[config.mk]
export PLATFORM = sky130hd
export DESIGN_NAME = c8ieu_ram
export DESIGN_NICKNAME = d
export VERILOG_FILES = /design/src/hw/rtl/chip8_instruction_execute_unit_macros.svh /design/src/hw/rtl/c8ieu_ram.sv
export SDC_FILE = /design/constraint.sdc
export NUM_CORES = 1
export LEC_CHECK = 0
export BUFFER_PORTS_ARGS = -buffer_cell sky130_fd_sc_hd__buf_2
export CORE_ASPECT_RATIO = 2
export CORE_UTILIZATION = 40
export DETAILED_ROUTE_END_ITERATION = 10
export PLACE_DENSITY = 0.61
export SYNTH_ARGS = -nofsm -noshare
export SYNTH_HDL_FRONTEND = slang
export SYNTH_SLANG_ARGS = --single-unit
export TNS_END_PERCENT = 1
[constraint.sdc]
create_clock -name clock -period 3.2 [get_ports clock]
set_input_delay 0.8 -clock clock [delete_from_list [all_inputs] [get_ports clock]]
set_output_delay 0.8 -clock clock [all_outputs]
set_load 0.03 [all_outputs]
[src/hw/rtl/chip8_instruction_execute_unit_macros.svh]
// ----------------------------------------------------------------------------
// Assertion macros for the CHIP-8 execute unit
// Shared property forms, all disabled during reset.
// ----------------------------------------------------------------------------
`ifndef CHIP8_INSTRUCTION_EXECUTE_UNIT_MACROS_SVH
`define CHIP8_INSTRUCTION_EXECUTE_UNIT_MACROS_SVH

// same-cycle implication
`define C8_ASSERT_IMP(lbl, clk, rst, ante, cons, msg) \
   lbl: assert property (@(posedge clk) disable iff (rst) (ante) |-> (cons)) \
      else $error(msg);

// next-cycle implication
`define C8_ASSERT_NXT(lbl, clk, rst, ante, cons, msg) \
   lbl: assert property (@(posedge clk) disable iff (rst) (ante) |=> (cons)) \
      else $error(msg);

`endif

[src/hw/rtl/c8ieu_ram.sv]
// ----------------------------------------------------------------------------
// c8ieu_ram
// Single-port synchronous RAM, read-first, with a registered read.
// ----------------------------------------------------------------------------
`default_nettype none

module c8ieu_ram #(
   parameter int WIDTH = 8,
   parameter int DEPTH = 16
) (
   input  wire logic                     clock,
   input  wire logic                     we,
   input  wire logic [$clog2(DEPTH)-1:0] addr,
   input  wire logic [WIDTH-1:0]         wdata,
   output logic      [WIDTH-1:0]         rdata
);

   logic [WIDTH-1:0] mem_ff [DEPTH];
   logic [WIDTH-1:0] rdata_ff;

   always_ff @(posedge clock) begin
      rdata_ff <= mem_ff[addr];
      if (we) begin
         mem_ff[addr] <= wdata;
      end
   end

   assign rdata = rdata_ff;

endmodule

`default_nettype wire

; Word-level counts from Yosys, hierarchy flattened
; Memories as Yosys holds them, arrays and structs flattened. A register that Yosys moved wholly into a read port is not among the register bits.
; Cells that the tools add are included.
; W data, S select, Z words.
[word_totals]
wordCells = 3
mem_bits_rw = 128
output_inout_bits = 8
regBits = 0
in_bits = 14
memories = 1
[memory_table]
columns = memory, words, width, rd, rd_clocked_by_memory_dff, write_ports, line_no
row1 = mem_ff, 16, 8, 1, 1, 1, c8ieu_ram.sv:18  ; logic [WIDTH-1:0] mem_ff [DEPTH];
[op_classes]
mux = 2
[op_table]
columns = op, count
row1 = $mux W1, 2

; Longest topological paths before layout
[depth]
depth_word = 2
ltp_mapped = 5
depth_no_buf = 3

; Worst setup path after synthesis
; Ideal clock, no wire load.
[synth_path]
path_type = in2reg
startpoint = input port addr[2]
endpoint = memory mem_ff[0][0] (enable)
setup_ns = 0.383
slack_ns = 0.907
path_stages = 2
n_path_buf = 0
t_required_ns = 2.817
t_arrival_ns = 1.910
cell_sequence = or3b_2 nor3_1
[synth_rtl]
columns = item, line_no
row1 = from (decl), c8ieu_ram.sv:13  ; input wire logic [$clog2(DEPTH)-1:0] addr,
row2 = to (decl), c8ieu_ram.sv:18
; Straight into the memory's write port.

==> impl_metrics.toml <==
[place]
place_hpwl_um = 6818
gp_congestion = 0.7180
portBuffers = 21

[floorplan]
start_util_pct = 41.31
fp.dieW_um = 81.59
fp.dieH_um = 161.2
core_area_um2 = 12270
die_area_um2 = 13150
ios = 22
num_rows = 57

[layout]
n_fill_cell = 1033
multi_input_area_um2 = 1003
most-common-layout-cells = "edfxtp_1, mux4_2, buf_2"
final_common_cell = "edfxtp_1"
drive_gt1_share_pct = 34.26
seqCellArea_um2 = 4004
syn_to_final_growth_pct = 19.33
nets = 290
diodes = 0

[worst_setup_path]
crit_end = "rdata[4]$_DFF_P_"
critPathCaptureType = "flop"
startpoint_type = "input pin"
r2r_cells = 3
reg2reg_from = "mem_ff[10][4]$_DFFE_PP_"
rrSetupSlack_ns = 1.88
r2r-end = "rdata[4]$_DFF_P_"
cp_max_fo = 24
critPathRequiredTime_ns = 3.49
crit_path_start = "addr[0]"
cp.arrival_ns = 2.42
criticalPathCategory = "input pin to flop"

[route]
ant_nets = 0
wire_per_inst_um = 22.59
drt_first_pass_iters = 4
drt-vias-per-instance = 5.362
routed_wl_um = 9851
num_vias = 2338
drc = 0
first_iter_violations = 179

[sta]
period_needed_ns = 2.132
fmax_mhz = 469.1
drv_slew = 0
relSlewSlack_pct = 45.64
fin_worst_skew_ns = 0.004137
period_share_pct = 66.62
rsz0062_at_grt = "false"
finalHoldViolations = 0
finalSetupViolations = 0
worst_pin_slew_ns = 0.8124
tns_ns = 0

[logic_synthesis]
synthAdderAreaFrac_pct = 0
syn_nets = 244
synth_edf_count = 128
synth_xor_area_share_pct = 0
synthSimpleGateAreaFrac_pct = 3.210
synthMuxAreaShare_pct = 14.22
synth_area_per_cell_um2 = 22.03
ys_types = 18
syn_area_um2 = 5067
ys.flop_type = "edfxtp_1"
ys_async_sr_fraction_pct = 0
synth_cells = 230
synth-compound-area-share_pct = 2.370
synth_top_family_by_area = "multiplexers"
synth-seq-cells = 136
synth_seq_area_share_pct = 79.01
yosys_warnings = 0

[global_route]
first_global_vias = 2589
grt_max_degree = 25
track_usage_pct = 17.24
antenna_found_initial = 0
grt-ovfl-total = 0
grt_pass1_wl_um = 15090

[clock_tree]
root_buffer = "clkbuf_16"
insertion_delay_ns = 0.41
postCtsSetupBuffers = 0
clk_pin_slew_ns = 0.06
cts_buffers = 17
cts.sinks = 136
cts_tree = "done"
cts_resized = 0
hold_buffers = 0
clock_path_buffers = 2
htree_levels = 4

[power]
leakage_nw = 2.000
ir_drop_mv = 0.3784
power_density_nw_per_um2 = 695.4
power.total_mw = 4.205

[job]
maxCapViolations = 0

[status]
outcome = "finished clean"

[hold_path]
min-delay-path-class = "flop to flop"
-- state kept, by name, summed over array words and instances, names as in the netlist --
signal	count
mem_ff	128
rdata	8
-- through the flow --
| stage | std cells | hold slack (ns) | util [%] | cell area (um^2) | setup WS (ns) |
|---|---|---|---|---|---|
| global placement | 404 | 0.6561 | 44.32 | 5436 | 0.5846 |
| global route | 436 | 0.7125 | 49.30 | 6047 | 0.9073 |
| CTS | 436 | 0.6851 | 49.30 | 6047 | 1.000 |
| detailed placement | 404 | 0.6750 | 44.32 | 5436 | 0.5714 |
| finish | 436 | 0.6836 | 49.30 | 6047 | 1.068 |
| floorplan | 230 | 0.6349 | - | 5067 | 0.9070 |
-- layer usage --
layer / GRT usage [%] / vias up / part of all wire [%]
met5: 0 / - / 0
met4: 7.496 / 0 / 1.8
met1: 17.86 / 1205 / 35
li1: - / 1054 / -
met3: 5.367 / 11 / 3.8
met2: 30.80 / 68 / 59
-- power breakdown --
| group | switching [mW] | internal, mW |
|---|---|---|
| Clock | 0.702 | 1.30 |
| Sequential | 0.0106 | 1.99 |
| Combinational | 0.125 | 0.0779 |
-- how the worst min path moves through the flow --
| stage | from | end | slack, ns | cells after the start |
|---|---|---|---|---|
| 3_5_place_dp | mem_ff[6][4]$_DFFE_PP_ | rdata[4]$_DFF_P_ | 0.67 | 3 |
| 6_report | mem_ff[12][0]$_DFFE_PP_ | rdata[0]$_DFF_P_ | 0.68 | 3 |
| 2_1_floorplan | mem_ff[14][0]$_DFFE_PP_ | rdata[0]$_DFF_P_ | 0.63 | 3 |
| 5_1_grt | mem_ff[12][5]$_DFFE_PP_ | rdata[5]$_DFF_P_ | 0.71 | 3 |
| 4_1_cts | mem_ff[12][5]$_DFFE_PP_ | rdata[5]$_DFF_P_ | 0.69 | 3 |
| 3_3_place_gp | mem_ff[12][5]$_DFFE_PP_ | rdata[5]$_DFF_P_ | 0.66 | 3 |
-- area by class of cell --
cell class / instances / area share (%)
tap: 147 / 3.042
clock buffer: 19 / 7.159
clock inverter: 13 / 2.938
multi-input combinational: 83 / 16.59
sequential: 136 / 66.21
timing repair buffer: 38 / 4.055
-- cell usage after synthesis, types with 4 or more instances --
library cell	n	area share, %
nand2_1	9	0.67
edfxtp_1	128	76
nor2_1	13	0.96
mux4_2	32	14
a22oi_1	16	2.4
dfxtp_1	8	3.2
nor3_1	4	0.40
buf_1	4	0.30
-- cells by family (layout without fill, tap and decap cells) --
family / count (synthesis) / after routing
flops: 136 / 136
buf+inv: 11 / 70
compound gates: 16 / 16
simple gates: 35 / 35
mux: 32 / 32
-- critical path, stage by stage --
cell	delay (ns)
buf_2	0.42
buf_12	0.28
mux4_2	0.54
a22oi_1	0.28
nand2_1	0.08
Power figures use the tool's default switching activity.
